## src/rtl/core/crcdf_pkg.sv

```systemverilog
package crcdf_pkg;

    localparam int MAX_PAYLOAD = 32;
    localparam int HDR_LEN     = 7;
    localparam int TRAILER_LEN = 2;
    localparam int BUF_DEPTH   = HDR_LEN + MAX_PAYLOAD + TRAILER_LEN;

    localparam logic [7:0]  MARK_HI   = 8'hA5;
    localparam logic [7:0]  MARK_LO   = 8'h5A;
    localparam logic [15:0] CRC_INIT  = 16'hFFFF;
    localparam logic [15:0] CRC_POLY  = 16'hA001;

    localparam logic CFG_VERSION = 1'b0;
    localparam logic CFG_MAXLEN  = 1'b1;

    localparam logic KIND_DATA = 1'b0;

    typedef enum logic [3:0] {
        OP_NONE,
        OP_APPEND,
        OP_SCAN_INIT,
        OP_SCAN_NEXT,
        OP_SCAN_MISS,
        OP_DROP_START,
        OP_SET_LEN_IDX,
        OP_DROP_TWO,
        OP_CRC_INIT,
        OP_CRC_NEXT,
        OP_CRC_LO,
        OP_DROP_ONE,
        OP_EMIT_INIT,
        OP_EMIT_LOAD,
        OP_EMIT_NEXT,
        OP_DROP_FRAME
    } t_dp_op;

    typedef struct packed {
        logic cnt_zero;
        logic marker_hit;
        logic scan_end;
        logic short_hdr;
        logic len_bad;
        logic short_frame;
        logic crc_end;
        logic crc_ok;
        logic out_ack;
        logic out_last;
    } t_dp_status;

    // Ring index: a sum of two in-range indexes stays below twice the depth.
    function automatic logic [5:0] wrap(input logic [6:0] a);
        logic [6:0] r;
        r = (a >= 7'(BUF_DEPTH)) ? a - 7'(BUF_DEPTH) : a;
        return r[5:0];
    endfunction

    // One byte of CRC-16/Modbus, bit by bit, LSB first.
    function automatic logic [15:0] crc_byte(input logic [15:0] crc, input logic [7:0] b);
        logic [15:0] c;
        c = crc ^ {8'h00, b};
        for (int k = 0; k < 8; k++) begin
            c = c[0] ? ((c >> 1) ^ CRC_POLY) : (c >> 1);
        end
        return c;
    endfunction

endpackage

```

## src/rtl/core/crcdf_dp.sv

```systemverilog
module crcdf_dp (
    input  logic                  i_clk,
    input  logic                  i_rst_n,
    input  crcdf_pkg::t_dp_op     i_op,
    output crcdf_pkg::t_dp_status o_status,
    input  logic                  i_cfg_we,
    input  logic                  i_cfg_addr,
    input  logic [7:0]            i_cfg_wdata,
    input  logic [7:0]            i_rx_byte,
    input  logic                  i_ready,
    output logic                  o_valid,
    output logic [7:0]            o_frame_type,
    output logic [15:0]           o_sequence_number,
    output logic [5:0]            o_payload_length,
    output logic [4:0]            o_payload_index,
    output logic [7:0]            o_payload_byte,
    output logic                  o_last
);

    logic [7:0]  r_mem [0:crcdf_pkg::BUF_DEPTH-1];
    logic [7:0]  r_rdata;
    logic [5:0]  r_head, n_head;
    logic [5:0]  r_cnt, n_cnt;
    logic [5:0]  r_idx, n_idx;
    logic        r_prev_a5, n_prev_a5;
    logic [15:0] r_crc, n_crc;
    logic [5:0]  r_len, n_len;
    logic [7:0]  r_got_lo, n_got_lo;
    logic [7:0]  r_ver, n_ver;
    logic [7:0]  r_type, n_type;
    logic [15:0] r_seq, n_seq;
    logic [7:0]  r_proto;
    logic [5:0]  r_maxlen;
    logic        r_o_valid, n_o_valid;
    logic [4:0]  r_o_index, n_o_index;
    logic [7:0]  r_o_byte, n_o_byte;
    logic        r_o_last, n_o_last;

    logic [5:0]  rd_addr;
    logic [5:0]  wr_addr;
    logic [5:0]  lim;
    logic [6:0]  fsize_rd;
    logic [6:0]  fsize;
    logic        item_last;
    logic [5:0]  drop_n;
    logic        do_drop;

    assign rd_addr  = crcdf_pkg::wrap({1'b0, r_head} + {1'b0, r_idx});
    assign wr_addr  = crcdf_pkg::wrap({1'b0, r_head} + {1'b0, r_cnt});
    assign lim      = (r_maxlen > 6'(crcdf_pkg::MAX_PAYLOAD)) ? 6'(crcdf_pkg::MAX_PAYLOAD)
                                                              : r_maxlen;
    assign fsize_rd = 7'(r_rdata[5:0]) + 7'(crcdf_pkg::HDR_LEN + crcdf_pkg::TRAILER_LEN);
    assign fsize    = 7'(r_len) + 7'(crcdf_pkg::HDR_LEN + crcdf_pkg::TRAILER_LEN);
    assign item_last = (r_len == 6'd0) ||
                       ({1'b0, r_idx} == 7'(r_len) + 7'(crcdf_pkg::HDR_LEN - 1));

    always_comb begin
        o_status.cnt_zero    = (r_cnt == 6'd0);
        o_status.marker_hit  = r_prev_a5 && (r_rdata == crcdf_pkg::MARK_LO);
        o_status.scan_end    = (r_idx + 6'd1 == r_cnt);
        o_status.short_hdr   = (r_cnt < 6'(crcdf_pkg::HDR_LEN));
        o_status.len_bad     = (r_rdata > {2'b00, lim});
        o_status.short_frame = ({1'b0, r_cnt} < fsize_rd);
        o_status.crc_end     = ({1'b0, r_idx} + 7'd1 == 7'(r_len) + 7'(crcdf_pkg::HDR_LEN));
        o_status.crc_ok      = ({r_rdata, r_got_lo} == r_crc) && (r_ver == r_proto);
        o_status.out_ack     = r_o_valid && i_ready;
        o_status.out_last    = r_o_last;
    end

    always_comb begin
        drop_n  = 6'd0;
        do_drop = 1'b0;
        unique case (i_op)
            crcdf_pkg::OP_DROP_START: begin
                drop_n  = r_idx - 6'd1;
                do_drop = 1'b1;
            end
            crcdf_pkg::OP_DROP_TWO: begin
                drop_n  = 6'd2;
                do_drop = 1'b1;
            end
            crcdf_pkg::OP_DROP_ONE: begin
                drop_n  = 6'd1;
                do_drop = 1'b1;
            end
            crcdf_pkg::OP_DROP_FRAME: begin
                drop_n  = fsize[5:0];
                do_drop = 1'b1;
            end
            default: begin
                drop_n  = 6'd0;
                do_drop = 1'b0;
            end
        endcase
    end

    always_comb begin
        n_head    = r_head;
        n_cnt     = r_cnt;
        n_idx     = r_idx;
        n_prev_a5 = r_prev_a5;
        n_crc     = r_crc;
        n_len     = r_len;
        n_got_lo  = r_got_lo;
        n_ver     = r_ver;
        n_type    = r_type;
        n_seq     = r_seq;
        n_o_valid = r_o_valid && !i_ready;
        n_o_index = r_o_index;
        n_o_byte  = r_o_byte;
        n_o_last  = r_o_last;
        if (do_drop) begin
            n_head = crcdf_pkg::wrap({1'b0, r_head} + {1'b0, drop_n});
            n_cnt  = r_cnt - drop_n;
        end
        unique case (i_op)
            crcdf_pkg::OP_APPEND: begin
                if (r_cnt == 6'(crcdf_pkg::BUF_DEPTH)) begin
                    n_head = crcdf_pkg::wrap({1'b0, r_head} + 7'd1);
                end else begin
                    n_cnt = r_cnt + 6'd1;
                end
            end
            crcdf_pkg::OP_SCAN_INIT: begin
                n_idx     = 6'd0;
                n_prev_a5 = 1'b0;
            end
            crcdf_pkg::OP_SCAN_NEXT: begin
                n_idx     = r_idx + 6'd1;
                n_prev_a5 = (r_rdata == crcdf_pkg::MARK_HI);
            end
            crcdf_pkg::OP_SCAN_MISS: begin
                // A trailing A5 may open the next marker, so it stays.
                if (r_rdata == crcdf_pkg::MARK_HI) begin
                    n_head = crcdf_pkg::wrap({1'b0, r_head} + {1'b0, r_cnt - 6'd1});
                    n_cnt  = 6'd1;
                end else begin
                    n_cnt = 6'd0;
                end
            end
            crcdf_pkg::OP_SET_LEN_IDX: begin
                n_idx = 6'd4;
            end
            crcdf_pkg::OP_CRC_INIT: begin
                n_idx = 6'd0;
                n_crc = crcdf_pkg::CRC_INIT;
                n_len = r_rdata[5:0];
            end
            crcdf_pkg::OP_CRC_NEXT: begin
                n_crc = crcdf_pkg::crc_byte(r_crc, r_rdata);
                n_idx = r_idx + 6'd1;
                case (r_idx)
                    6'd2:    n_ver        = r_rdata;
                    6'd3:    n_type       = r_rdata;
                    6'd5:    n_seq[15:8]  = r_rdata;
                    6'd6:    n_seq[7:0]   = r_rdata;
                    default: n_ver        = r_ver;
                endcase
            end
            crcdf_pkg::OP_CRC_LO: begin
                n_got_lo = r_rdata;
                n_idx    = r_idx + 6'd1;
            end
            crcdf_pkg::OP_EMIT_INIT: begin
                n_idx = 6'(crcdf_pkg::HDR_LEN);
            end
            crcdf_pkg::OP_EMIT_LOAD: begin
                n_o_valid = 1'b1;
                n_o_index = 5'(r_idx - 6'(crcdf_pkg::HDR_LEN));
                n_o_byte  = (r_len == 6'd0) ? 8'h00 : r_rdata;
                n_o_last  = item_last;
            end
            crcdf_pkg::OP_EMIT_NEXT: begin
                n_idx = r_idx + 6'd1;
            end
            default: begin
                n_idx = n_idx;
            end
        endcase
    end

    always_ff @(posedge i_clk) begin
        if (!i_rst_n) begin
            r_head    <= 6'd0;
            r_cnt     <= 6'd0;
            r_idx     <= 6'd0;
            r_prev_a5 <= 1'b0;
            r_proto   <= 8'd1;
            r_maxlen  <= 6'd32;
            r_o_valid <= 1'b0;
        end else begin
            r_head    <= n_head;
            r_cnt     <= n_cnt;
            r_idx     <= n_idx;
            r_prev_a5 <= n_prev_a5;
            r_o_valid <= n_o_valid;
            if (i_cfg_we) begin
                unique case (i_cfg_addr)
                    crcdf_pkg::CFG_VERSION: r_proto  <= i_cfg_wdata;
                    crcdf_pkg::CFG_MAXLEN:  r_maxlen <= i_cfg_wdata[5:0];
                    default:                r_proto  <= r_proto;
                endcase
            end
        end
    end

    always_ff @(posedge i_clk) begin
        r_crc     <= n_crc;
        r_len     <= n_len;
        r_got_lo  <= n_got_lo;
        r_ver     <= n_ver;
        r_type    <= n_type;
        r_seq     <= n_seq;
        r_o_index <= n_o_index;
        r_o_byte  <= n_o_byte;
        r_o_last  <= n_o_last;
        r_rdata   <= r_mem[rd_addr];
        if (i_op == crcdf_pkg::OP_APPEND) begin
            r_mem[(r_cnt == 6'(crcdf_pkg::BUF_DEPTH)) ? r_head : wr_addr] <= i_rx_byte;
        end
    end

    assign o_valid           = r_o_valid;
    assign o_frame_type      = r_type;
    assign o_sequence_number = r_seq;
    assign o_payload_length  = r_len;
    assign o_payload_index   = r_o_index;
    assign o_payload_byte    = r_o_byte;
    assign o_last            = r_o_last;

endmodule

```

## src/rtl/core/crcdf_ctrl.sv

```systemverilog
module crcdf_ctrl (
    input  logic                  i_clk,
    input  logic                  i_rst_n,
    input  logic                  i_valid,
    input  logic                  i_kind,
    output logic                  o_ready,
    input  crcdf_pkg::t_dp_status i_status,
    output crcdf_pkg::t_dp_op     o_op
);

    typedef enum logic [3:0] {
        S_IDLE, S_START, S_SCAN_REQ, S_SCAN_USE, S_HDR_CHK,
        S_LEN_REQ, S_LEN_USE, S_CRC_REQ, S_CRC_USE,
        S_LO_REQ, S_LO_USE, S_HI_REQ, S_HI_USE,
        S_OUT_REQ, S_OUT_USE, S_OUT_WAIT
    } t_state;

    t_state r_state, n_state;

    assign o_ready = (r_state == S_IDLE);

    always_comb begin
        n_state = r_state;
        o_op    = crcdf_pkg::OP_NONE;
        unique case (r_state)
            S_IDLE: begin
                if (i_valid) begin
                    o_op    = (i_kind == crcdf_pkg::KIND_DATA) ? crcdf_pkg::OP_APPEND
                                                               : crcdf_pkg::OP_NONE;
                    n_state = S_START;
                end
            end
            S_START: begin
                if (i_status.cnt_zero) begin
                    n_state = S_IDLE;
                end else begin
                    o_op    = crcdf_pkg::OP_SCAN_INIT;
                    n_state = S_SCAN_REQ;
                end
            end
            S_SCAN_REQ: n_state = S_SCAN_USE;
            S_SCAN_USE: begin
                if (i_status.marker_hit) begin
                    o_op    = crcdf_pkg::OP_DROP_START;
                    n_state = S_HDR_CHK;
                end else if (i_status.scan_end) begin
                    o_op    = crcdf_pkg::OP_SCAN_MISS;
                    n_state = S_IDLE;
                end else begin
                    o_op    = crcdf_pkg::OP_SCAN_NEXT;
                    n_state = S_SCAN_REQ;
                end
            end
            S_HDR_CHK: begin
                if (i_status.short_hdr) begin
                    n_state = S_IDLE;
                end else begin
                    o_op    = crcdf_pkg::OP_SET_LEN_IDX;
                    n_state = S_LEN_REQ;
                end
            end
            S_LEN_REQ: n_state = S_LEN_USE;
            S_LEN_USE: begin
                if (i_status.len_bad) begin
                    o_op    = crcdf_pkg::OP_DROP_TWO;
                    n_state = S_START;
                end else if (i_status.short_frame) begin
                    n_state = S_IDLE;
                end else begin
                    o_op    = crcdf_pkg::OP_CRC_INIT;
                    n_state = S_CRC_REQ;
                end
            end
            S_CRC_REQ: n_state = S_CRC_USE;
            S_CRC_USE: begin
                o_op    = crcdf_pkg::OP_CRC_NEXT;
                n_state = i_status.crc_end ? S_LO_REQ : S_CRC_REQ;
            end
            S_LO_REQ: n_state = S_LO_USE;
            S_LO_USE: begin
                o_op    = crcdf_pkg::OP_CRC_LO;
                n_state = S_HI_REQ;
            end
            S_HI_REQ: n_state = S_HI_USE;
            S_HI_USE: begin
                if (i_status.crc_ok) begin
                    o_op    = crcdf_pkg::OP_EMIT_INIT;
                    n_state = S_OUT_REQ;
                end else begin
                    o_op    = crcdf_pkg::OP_DROP_ONE;
                    n_state = S_START;
                end
            end
            S_OUT_REQ: n_state = S_OUT_USE;
            S_OUT_USE: begin
                o_op    = crcdf_pkg::OP_EMIT_LOAD;
                n_state = S_OUT_WAIT;
            end
            S_OUT_WAIT: begin
                if (i_status.out_ack) begin
                    if (i_status.out_last) begin
                        o_op    = crcdf_pkg::OP_DROP_FRAME;
                        n_state = S_IDLE;
                    end else begin
                        o_op    = crcdf_pkg::OP_EMIT_NEXT;
                        n_state = S_OUT_REQ;
                    end
                end
            end
            default: n_state = S_IDLE;
        endcase
    end

    always_ff @(posedge i_clk) begin
        if (!i_rst_n) begin
            r_state <= S_IDLE;
        end else begin
            r_state <= n_state;
        end
    end

endmodule

```

## src/rtl/core/crc16_frame_deframer_top.sv

```systemverilog
// Each item is taken in, then the buffered bytes are scanned for the marker, and a frame's
// header, CRC and trailer bytes are read one by one; each result beat waits out any output
// stall. Every buffer read goes through the buffer memory's single registered read port.
// One item is worked on at a time.
// Reset (synchronous, active low) empties the buffer and sets version 1, max length 32.
module crc16_frame_deframer_top (
    input  logic        i_clk,
    input  logic        i_rst_n,
    input  logic        i_cfg_we,
    input  logic        i_cfg_addr,
    input  logic [7:0]  i_cfg_wdata,
    input  logic        i_valid,
    output logic        o_ready,
    input  logic        i_kind,
    input  logic [7:0]  i_rx_byte,
    output logic        o_valid,
    input  logic        i_ready,
    output logic [7:0]  o_frame_type,
    output logic [15:0] o_sequence_number,
    output logic [5:0]  o_payload_length,
    output logic [4:0]  o_payload_index,
    output logic [7:0]  o_payload_byte,
    output logic        o_last
);

    crcdf_pkg::t_dp_op     op;
    crcdf_pkg::t_dp_status status;

    crcdf_ctrl u_ctrl (
        .i_clk    (i_clk),
        .i_rst_n  (i_rst_n),
        .i_valid  (i_valid),
        .i_kind   (i_kind),
        .o_ready  (o_ready),
        .i_status (status),
        .o_op     (op)
    );

    crcdf_dp u_dp (
        .i_clk             (i_clk),
        .i_rst_n           (i_rst_n),
        .i_op              (op),
        .o_status          (status),
        .i_cfg_we          (i_cfg_we),
        .i_cfg_addr        (i_cfg_addr),
        .i_cfg_wdata       (i_cfg_wdata),
        .i_rx_byte         (i_rx_byte),
        .i_ready           (i_ready),
        .o_valid           (o_valid),
        .o_frame_type      (o_frame_type),
        .o_sequence_number (o_sequence_number),
        .o_payload_length  (o_payload_length),
        .o_payload_index   (o_payload_index),
        .o_payload_byte    (o_payload_byte),
        .o_last            (o_last)
    );

endmodule

```

## config.mk

```make
export PLATFORM = sky130hd
export DESIGN_NAME = crc16_frame_deframer_top
export DESIGN_NICKNAME = d
export VERILOG_FILES = /design/src/rtl/core/crcdf_pkg.sv /design/src/rtl/core/crcdf_dp.sv /design/src/rtl/core/crcdf_ctrl.sv /design/src/rtl/core/crc16_frame_deframer_top.sv
export SDC_FILE = /design/constraint.sdc
export NUM_CORES = 1
export LEC_CHECK = 0
export BUFFER_PORTS_ARGS = -buffer_cell sky130_fd_sc_hd__buf_2
export CAP_MARGIN = 10
export CORE_ASPECT_RATIO = 1.75
export CORE_MARGIN = 10
export CORE_UTILIZATION = 50
export DETAILED_ROUTE_END_ITERATION = 16
export HOLD_SLACK_MARGIN = 0.06
export PLACE_DENSITY = 0.66
export SYNTH_ARGS = -nofsm -noshare
export SYNTH_HDL_FRONTEND = slang
export SYNTH_SLANG_ARGS = --single-unit
export TNS_END_PERCENT = 5
```

## constraint.sdc

```tcl
create_clock -name i_clk -period 14.05 [get_ports i_clk]
set_input_delay 1.405 -clock i_clk [delete_from_list [all_inputs] [get_ports i_clk]]
set_output_delay 1.405 -clock i_clk [all_outputs]
set_load 0.05 [all_outputs]
```

==> results.yml, run 1 <==
cts:
  cts_setup_buffers: 0
  cts.htree.levels: 2
  worst_skew_pair.late_latency_ns: 0.58
  ctsHoldBuffers: 0
  cts_tree: "yes"
  cts_buffers: 42
  clock-sinks: 450
  clk_pin_slew_worst_paths_ns: 0.07
  clock_path_buffers: 3
  root_buffer: "clkbuf_16"
  cts.repair.resized: 0
global_routing:
  grt_pass1_vias: 16500
  grt_max_degree: 68
  grt.overflow.total: 0
  antenna_found_initial: 0
  grt_first_pass_wirelength_um: 98500
  track_usage_pct: 23.1
yosys:
  synth_top_area_cell: "edfxtp_1"
  synth_nets: 2012
  synth_seq_area_share_pct: 56.9
  syn_area_um2: 22900
  synth_ff_type: "edfxtp_1"
  synth_area_leaders: "edfxtp_1 (53%), dfxtp_1 (4.0%), nand2_1 (3.9%), ha_1 (3.6%), xnor2_1 (3.0%)"
  ys_seq_elements: 450
  async_flop_share_pct: 0
  syn_inst: 1918
  synth_cell_types: 97
  yosysTopAreaCellShare_pct: 52.9
  synth_edf_count: 404
  synth_area_per_cell_um2: 12.0
  yosysWarnings: 0
route:
  wl_met2_um: 34800
  drc: 0
  highest-signal-layer: "met4"
  drt_iter0_markers: 1470
  vias: 16200
  routed_wl_um: 65500
  ant_nets: 0
  dr.pass1.iters: 8
  wl_met3_um: 3610
  viasPerCell: 6.34
  met1_length_um: 22300
  wire_per_inst_um: 25.5
setup_path:
  critPathMaxFanout: 13
  crit_path_end_kind: "register"
  critPathArrivalTime_ns: 6.64
  slowest_stage: "dfxtp_1"
  cpPeakStageDelay_ns: 0.81
  path_cells: "ha_1 -> a21oi_1 -> xor2_1 -> ha_1 -> a21o_1 -> a21oi_1 -> a21oi_1 -> a211oi_1 -> nor2_1 -> o32a_1 -> inv_1 -> fa_1 -> or3_1 -> or2_2 -> a21bo_2 -> a21o_1 -> a21oi_1 -> a31oi_1 -> mux2_1 -> and3_1 -> o31a_1"
  crit_type: "register to register"
  cp_num_buf_inv: 1
  critical_path.most_common_cell: "a21oi_1"
  cp_top_family: "compound AO/OA/AOI/OAI gates"
  cp.required_ns: 14.48
  critPathLaunchType: "register"
timing:
  final.period_utilization_pct: 44.2
  skew_ns: 0.0406
  max_freq_mhz: 161
  hold_violations: 0
  rsz0062_at_grt: "false"
  final.min_clock_period_ns: 6.21
  relSlewSlack_pct: 26.8
  finalSetupViolCount: 0
  tns_ns: 0
  finalMaxSlewViolations: 0
  hold_slack_ns: 0.475
  max_slew.worst_pin.slew_ns: 1.09
floorplan:
  core_area_um2: 45200
  start_util_pct: 50.7
  dieArea_um2: 55100
  die_h_um: 303
  io_pins: 69
  die_w_um: 182
  fp-row-count: 103
outcome:
  outcome: "finished clean"
place:
  gp_congestion: 0.977
  dp_hpwl_um: 45600
  io_buffers: 68
finish:
  num_antenna_cells: 0
  fin_nets: 2047
  drive_gt1_share_pct: 11.9
  area_growth_pct: 9.63
  layout_commonest_cell: "edfxtp_1"
  fillers: 3743
  final_cell_mix: "edfxtp_1 (404), nand2_1 (236), nor2_1 (121)"
min_path:
  hp-class: "register to register"
pwr:
  power_per_cell_area_nw_per_um2: 111
  static-leakage-power_uw: 0.00865
  p_total_uw: 2780
  peakVddDrop_mv: 0.0978
flow_run:
  maxCapViolations: 0
worst register-to-register path: cells and delay by family, from the launching register on:
family                   cells  cell delay (ns)
AO/OA/AOI/OAI               11             2.55
AND/OR/NAND/NOR              4             0.98
adder cells (fa/ha/maj)      3             1.11
buffers and inverters        1             0.14
multiplexers                 1             0.29
flip-flops                   1             0.81
XOR/XNOR                     1             0.20
logic make-up (layout without fill, tap and decap cells):
group / after synthesis / after routing / share of synthesized area, %
and+or+nand+nor: 659 / 659 / 14.0
muxes: 83 / 83 / 5.42
buffers and inverters: 148 / 216 / 2.71
DFF: 450 / 450 / 56.9
xor gates and xnor gates: 120 / 120 / 4.80
adders and majority gates: 71 / 71 / 4.04
AOI/OAI and AO/OA: 387 / 387 / 12.1
metrics by stage:
step	utilization, %	worst slack, ns	cells	area [µm²]
2_1_floorplan	-	8.78	1918	22900
3_3_place_gp	52.5	8.03	2486	23800
3_5_place_dp	52.5	7.88	2486	23800
4_1_cts	55.6	7.82	2563	25100
5_1_grt	55.6	7.54	2563	25100
6_report	55.6	7.84	2563	25100
cell type report:
class	instances	area (µm²)	share of cell area, %
Clock buffer	51	1110	4.40
Clock inverter	26	258	1.03
Tap cell	577	722	2.87
Multi-Input combinational cell	1320	9290	37.0
Sequential cell	450	13100	51.9
Timing Repair Buffer	93	528	2.10
Inverter	46	173	0.687
metal layers:
metal | vias up | global-route usage, %
met2 | 668 | 43.2
met1 | 7982 | 23.6
li1 | 7379 | -
met4 | 0 | 15.6
met5 | - | 0
met3 | 214 | 2.93
synth_stat cells (all sizes together), types with 8 or more instances:
cell,n
xnor2,79
and4,8
a211oi,19
nand3,82
and3,8
nor2,122
or3,16
o21ai,50
buf,50
clkbuf,52
o221ai,9
inv,45
ha,66
or2,9
xor2,38
nor2b,19
nor4,14
o211ai,13
a21o,16
dfxtp,46
nand4,39
edfxtp,404
nor3,38
mux4,30
a21boi,20
and2,18
a21oi,46
o21a,14
mux2,19
o2111ai,10
mux2i,34
o21bai,11
nand2,236
o22ai,88
o32a,8
nand2b,20
a32oi,15
power by group:
group | internal, µW | switching [µW]
clock network | 639 | 514
registers | 1460 | 17.2
logic | 50.3 | 96.9
registers in the layout, indices dropped and copies added, names as in the netlist, 8 cells and up:
name                    flops
u_dp.o_frame_type           8
u_dp.o_payload_byte         8
u_dp.o_sequence_number     16
u_dp.r_crc                 16
u_dp.r_got_lo               8
u_dp.r_mem                328
u_dp.r_proto                8
u_dp.r_rdata                8
u_dp.r_ver                  8
worst paths after layout:
kind / startpoint / endpoint / slack (ns) / cells past startpoint
worst max-delay path: u_dp.r_rdata[1]$_DFF_P_ / u_dp.r_head[2]$_SDFF_PN0_ / 7.84 / 21
worst max register to register: u_dp.r_rdata[1]$_DFF_P_ / u_dp.r_head[2]$_SDFF_PN0_ / 7.84 / 21
worst min register to register: u_dp.r_maxlen[4]$_SDFFE_PN0P_ / u_dp.r_maxlen[4]$_SDFFE_PN0P_ / 0.47 / 2
worst min-delay path: u_dp.r_maxlen[4]$_SDFFE_PN0P_ / u_dp.r_maxlen[4]$_SDFFE_PN0P_ / 0.47 / 2
(Power assumes the default switching activity.)
==> run 2, diff against run 1 <==
--- a/config.mk
+++ b/config.mk
@@ -12,7 +12,7 @@
 export CORE_UTILIZATION = 50
 export DETAILED_ROUTE_END_ITERATION = 16
 export HOLD_SLACK_MARGIN = 0.06
-export PLACE_DENSITY = 0.66
+export PLACE_DENSITY = 0.69
 export SYNTH_ARGS = -nofsm -noshare
 export SYNTH_HDL_FRONTEND = slang
 export SYNTH_SLANG_ARGS = --single-unit
==> constraint.sdc (replaced) <==
create_clock -name i_clk -period 5 [get_ports i_clk]
set_input_delay 0.5 -clock i_clk [delete_from_list [all_inputs] [get_ports i_clk]]
set_output_delay 0.5 -clock i_clk [all_outputs]
set_load 0.05 [all_outputs]
==> run 2 against run 1 <==
Register-to-register slack got worse by 7.8 ns. Die area did not move. Sequential share of layout area fell by 2.6 points. Combinational power rose to 3.3 times the previous value. Critical path depth did not move. Clock power rose to 2.9 times the previous value. Sequential power rose to 2.8 times the previous value. Utilization rose by 3.0 points. Critical path type unchanged. Largest power group unchanged. Highest routed layer unchanged.
==> results.yml, run 2 (synthesis gave the netlist of run 1 again) <==
finish:
  regArea_um2: 13100
  largest_register: "u_dp.r_mem"
  fillers: 3627
  num_antenna_cells: 0
  final_cell_mix: "edfxtp_1 (404), nand2_1 (236), buf_4 (164)"
  drive_gt1_share_pct: 19.9
  area_growth_pct: 15.5
  largest_register_ffs: 328
  layout_commonest_cell: "edfxtp_1"
  final_area_um2: 26500
  fin_nets: 2191
  multi_input_area_um2: 9430
setup_path:
  cp_top_family: "compound AO/OA/AOI/OAI gates"
  crit_type: "register to register"
  critPathLaunchType: "register"
  rr_endpoint: "u_dp.r_head[2]$_SDFF_PN0_"
  r2r_cells: 21
  critPathArrivalTime_ns: 5.39
  cpPeakStageDelay_ns: 0.44
  cp.required_ns: 5.45
  critical_path.most_common_cell: "a21oi_2"
  slowest_stage: "fa_2"
  path_cells: "buf_6 -> and3_4 -> o21ai_2 -> xor2_1 -> ha_1 -> a21oi_2 -> a21oi_2 -> a211oi_2 -> nor2_1 -> o32a_1 -> inv_2 -> fa_2 -> or3_4 -> or2_4 -> a21bo_2 -> a21o_1 -> a21oi_2 -> a31oi_1 -> mux2_4 -> and3_4 -> o31a_1"
  rrSetupSlack_ns: 0.06
  crit_start: "u_dp.r_rdata[0]$_DFF_P_"
  critPathMaxFanout: 4
  r2r_start: "u_dp.r_rdata[0]$_DFF_P_"
  cp_num_buf_inv: 2
  crit_path_end_kind: "register"
global_routing:
  use_met1_pct: 22.7
  grt_use_met2_pct: 43.1
  grt.overflow.total: 0
  use_met3_pct: 2.91
  grt_max_degree: 45
  grt_first_pass_wirelength_um: 97900
  grt_busiest_layer: "met2"
  antenna_found_initial: 0
  grt_pass1_vias: 17000
  track_usage_pct: 22.7
floorplan:
  io_pins: 69
  die_h_um: 303
  fp-row-count: 103
  start_util_pct: 50.7
  dieArea_um2: 55100
  die_w_um: 182
  core_area_um2: 45200
pwr:
  power_per_cell_area_nw_per_um2: 302
  static-leakage-power_uw: 0.00942
  p_total_uw: 8000
  peakVddDrop_mv: 0.327
cts:
  cts_buffers: 42
  cts.htree.levels: 2
  cts_tree: "yes"
  root_buffer: "clkbuf_16"
  clock-sinks: 450
  ctsHoldBuffers: 0
  clk_pin_slew_worst_paths_ns: 0.07
  worst_skew_pair.late_latency_ns: 0.57
  clock_path_buffers: 3
route:
  wire_per_inst_um: 23.8
  ant_nets: 0
  viasPerCell: 6.17
  vias: 16700
  dr.pass1.iters: 6
  routed_wl_um: 64500
  drc: 0
  drt_iter0_markers: 1329
timing:
  hold_slack_ns: 0.187
  skew_ns: 0.0216
  finalSetupViolCount: 0
  max_freq_mhz: 202
  final.period_utilization_pct: 98.8
  relSlewSlack_pct: 30.7
  hold_violations: 0
  finalMaxSlewViolations: 0
  setup_slack_ns: 0.0586
  max_slew.worst_pin.slew_ns: 1.04
  final.min_clock_period_ns: 4.94
min_path:
  hp-class: "input port to register"
  hp-start: "i_cfg_wdata[0]"
  hold_end: "u_dp.r_proto[0]$_SDFFE_PN1P_"
  holdPathStages: 3
place:
  io_buffers: 68
  dp_hpwl_um: 46700
  gp_congestion: 0.936
  placed_cell_area_um2: 24800
  dp_slack_ns: -0.0857
outcome:
  outcome: "finished clean"
flow_run:
  maxCapViolations: 0
-- run 2: cell type report --
type / count / share of cell area (%)
Sequential cell: 450 / 49.3
Multi-Input combinational cell: 1320 / 35.6
Timing Repair Buffer: 237 / 6.25
Clock buffer: 48 / 4.17
Tap cell: 577 / 2.73
Clock inverter: 29 / 1.25
Inverter: 46 / 0.652
-- run 2: stage by stage --
stage | utilization [%] | instances | setup TNS (ns)
finish | 58.5 | 2707 | 0
global route | 58.5 | 2707 | -0.0919
floorplan | - | 1918 | 0
global placement | 54.9 | 2619 | -0.0916
detailed placement | 54.9 | 2619 | -0.0857
CTS | 58.1 | 2696 | 0
-- run 2: where the power goes --
group	switching [µW]	leakage [µW]	internal [µW]	total, µW
combinational	302	0.00470	186	488
sequential	24.2	0.00403	4120	4140
clock	1450	0.000690	1920	3370
total	1780	0.00942	6220	8000
-- run 2: worst max-delay path by stage --
stage                                            to  depth (start not counted)  slack (ns)
final                     u_dp.r_head[2]$_SDFF_PN0_                         21        0.06
after global routing      u_dp.r_head[2]$_SDFF_PN0_                         21       -0.06
after CTS                 u_dp.r_head[2]$_SDFF_PN0_                         21       0.001
after detailed placement  u_dp.r_head[2]$_SDFF_PN0_                         21       -0.09
after global placement    u_dp.r_head[2]$_SDFF_PN0_                         21       -0.09
after floorplan           u_dp.r_head[2]$_SDFF_PN0_                         22        0.02
-- run 2: per-layer routing --
layer / part of all wire (%) / up-vias
met3: 5.1 / 219
met5: 0 / -
met4: 6.9 / 0
met2: 54 / 628
li1: - / 7669
met1: 34 / 8199
-- run 2: worst min-delay path, stage by stage --
cell and delay (ns):
buf_2 0.10, nand2_1 0.05, nand3_1 0.07
-- run 2: timing repair --
| item | CTS | global route |
|---|---|---|
| endpoints found under the setup margin | 2 | 4 |
| cloned | 0 | 0 |
| buffers inserted | 0 | 11 |
| pin swaps | 3 | 22 |
| gates resized for setup | 10 | 22 |
==> run 3, diff against run 2 <==
--- a/config.mk
+++ b/config.mk
@@ -8,7 +8,6 @@
 export BUFFER_PORTS_ARGS = -buffer_cell sky130_fd_sc_hd__buf_2
 export CAP_MARGIN = 10
 export CORE_ASPECT_RATIO = 1.75
-export CORE_MARGIN = 10
 export CORE_UTILIZATION = 50
 export DETAILED_ROUTE_END_ITERATION = 16
 export HOLD_SLACK_MARGIN = 0.06
==> run 3 against run 2 <==
Setup slack worse by 0.018 ns. Die area is 15% lower. Highest routed layer unchanged. Largest cell class unchanged. Largest power group unchanged. Final area is 0.28% lower. Clock power is 5% lower.
==> results.yml, run 3 (synthesis gave the netlist of run 1 again) <==
cts:
  worst_skew_pair.late_latency_ns: 0.56
  ctsHoldBuffers: 0
  clk_pin_slew_worst_paths_ns: 0.06
  cts.htree.levels: 2
  clock_path_buffers: 3
  root_buffer: "clkbuf_16"
  clock-sinks: 450
  cts_tree: "yes"
  cts_buffers: 42
timing:
  finalMaxSlewViolations: 0
  setup_slack_ns: 0.0409
  final.period_utilization_pct: 99.2
  rsz0062_at_grt: "true"
  relSlewSlack_pct: 29.3
  hold_violations: 0
  finalSetupViolCount: 0
  max_slew.worst_pin.slew_ns: 1.05
  final.min_clock_period_ns: 4.96
  skew_ns: 0.0183
  max_freq_mhz: 202
finish:
  final_cell_mix: "edfxtp_1 (404), nand2_1 (236), buf_4 (164)"
  area_growth_pct: 15.2
  largest_register_ffs: 328
  fillers: 3693
  final_core_util_pct: 58.4
  drive_gt1_share_pct: 19.3
  num_antenna_cells: 0
  regArea_um2: 13100
  multi_input_area_um2: 9430
  layout_commonest_cell: "edfxtp_1"
  largest_register: "u_dp.r_mem"
  fin_nets: 2191
route:
  drt_iter0_markers: 1493
  vias: 16800
  ant_nets: 0
  viasPerCell: 6.20
  drc: 0
  routed_wl_um: 64300
  wire_per_inst_um: 23.7
  dr.pass1.iters: 5
flow_run:
  maxCapViolations: 0
pwr:
  combinationalPowerShare_pct: 6.2
  power_per_cell_area_nw_per_um2: 297
  peakVddDrop_mv: 0.348
  static-leakage-power_uw: 0.00940
  intPower_uw: 6090
  pwr-share-clk_pct: 41.0
  switching_share_pct: 22.2
  p_seq_share_pct: 52.9
  power_switching_uw: 1730
setup_path:
  cp.required_ns: 5.45
  crit_path_end_kind: "register"
  crit_type: "register to register"
  critPathMaxFanout: 6
  rrSetupSlack_ns: 0.04
  critPathLaunchType: "register"
  critPathArrivalTime_ns: 5.41
global_routing:
  track_usage_pct: 27.5
  grt_max_degree: 43
  grt.overflow.total: 0
  antenna_found_initial: 0
  grt_first_pass_wirelength_um: 96700
  grt_pass1_vias: 17100
floorplan:
  start_util_pct: 50.7
  die_w_um: 164
  dieArea_um2: 46700
  fp-row-count: 103
  io_pins: 69
  die_h_um: 285
  core_area_um2: 45200
place:
  dp_slack_ns: -0.146
  io_buffers: 68
  gp_congestion: 0.916
  dp_hpwl_um: 47000
min_path:
  hp-class: "input port to register"
outcome:
  outcome: "finished clean"
run 3: final timing paths:
check / start / endpoint / depth (start not counted)
min reg2reg: u_dp.r_maxlen[0]$_SDFFE_PN0P_ / u_dp.r_maxlen[0]$_SDFFE_PN0P_ / 2
max: u_dp.r_rdata[3]$_DFF_P_ / u_dp.r_head[2]$_SDFF_PN0_ / 21
min: i_cfg_wdata[0] / u_dp.r_proto[0]$_SDFFE_PN1P_ / 3
max reg2reg: u_dp.r_rdata[3]$_DFF_P_ / u_dp.r_head[2]$_SDFF_PN0_ / 21
run 3: final cells by class:
class                           count  area share [%]
Sequential cell                   450            49.5
Multi-Input combinational cell   1320            35.7
Timing Repair Buffer              237            6.27
Clock buffer                       50            4.18
Tap cell                          577            2.73
Clock inverter                     28           0.991
Inverter                           46           0.664
run 3: timing repair:
| action | 4_1_cts | 5_1_grt |
|---|---|---|
| endpoints found under the setup margin | 2 | 4 |
| pin swaps | 8 | 18 |
| buffers inserted | 3 | 6 |
| gates resized for setup | 11 | 19 |
run 3: critical path: stages (launching register included):
cell and delay (ns):
dfxtp_1 0.53, buf_4 0.21, xnor2_1 0.12, nand4_1 0.13
nor4_1 0.27, buf_4 0.19, nand4_1 0.12, nand4_1 0.18
nor2_2 0.06, buf_4 0.12, o32a_1 0.40, inv_2 0.09
fa_2 0.44, or3_1 0.37, or2_2 0.28, a21bo_2 0.21
a21o_1 0.18, a21oi_1 0.12, a31oi_1 0.05, mux2_1 0.30
and3_4 0.19, o31a_1 0.29
run 3: metrics by stage:
stage               cells  power [µW]  TNS (ns)  cell area [µm²]  hold slack, ns
CTS                  2702        7870         0            26300           0.190
floorplan            1918        4490         0            22900           0.439
finish               2708        7830         0            26400           0.199
detailed placement   2621        4680    -0.187            24800           0.473
global placement     2621        4670    -0.109            24800           0.462
global route         2708        8040    -0.123            26400           0.218
run 3: power groups by stage:
stage / combinational (µW) / sequential (µW) / clock [µW]
6_report: 484 / 4140 / 3210
3_5_place_dp: 466 / 4220 / 0
4_1_cts: 471 / 4140 / 3260
2_1_floorplan: 272 / 4210 / 0
5_1_grt: 523 / 4140 / 3380
3_3_place_gp: 452 / 4220 / 0
run 3: routing by layer:
layer  part of all wire [%]  wire length (µm)  track usage [%]
met2                     54             34500             51.4
met1                     34             21800             28.2
met5                      0                 0                0
met3                    4.5              2920             2.72
met4                    7.7              4980             19.3
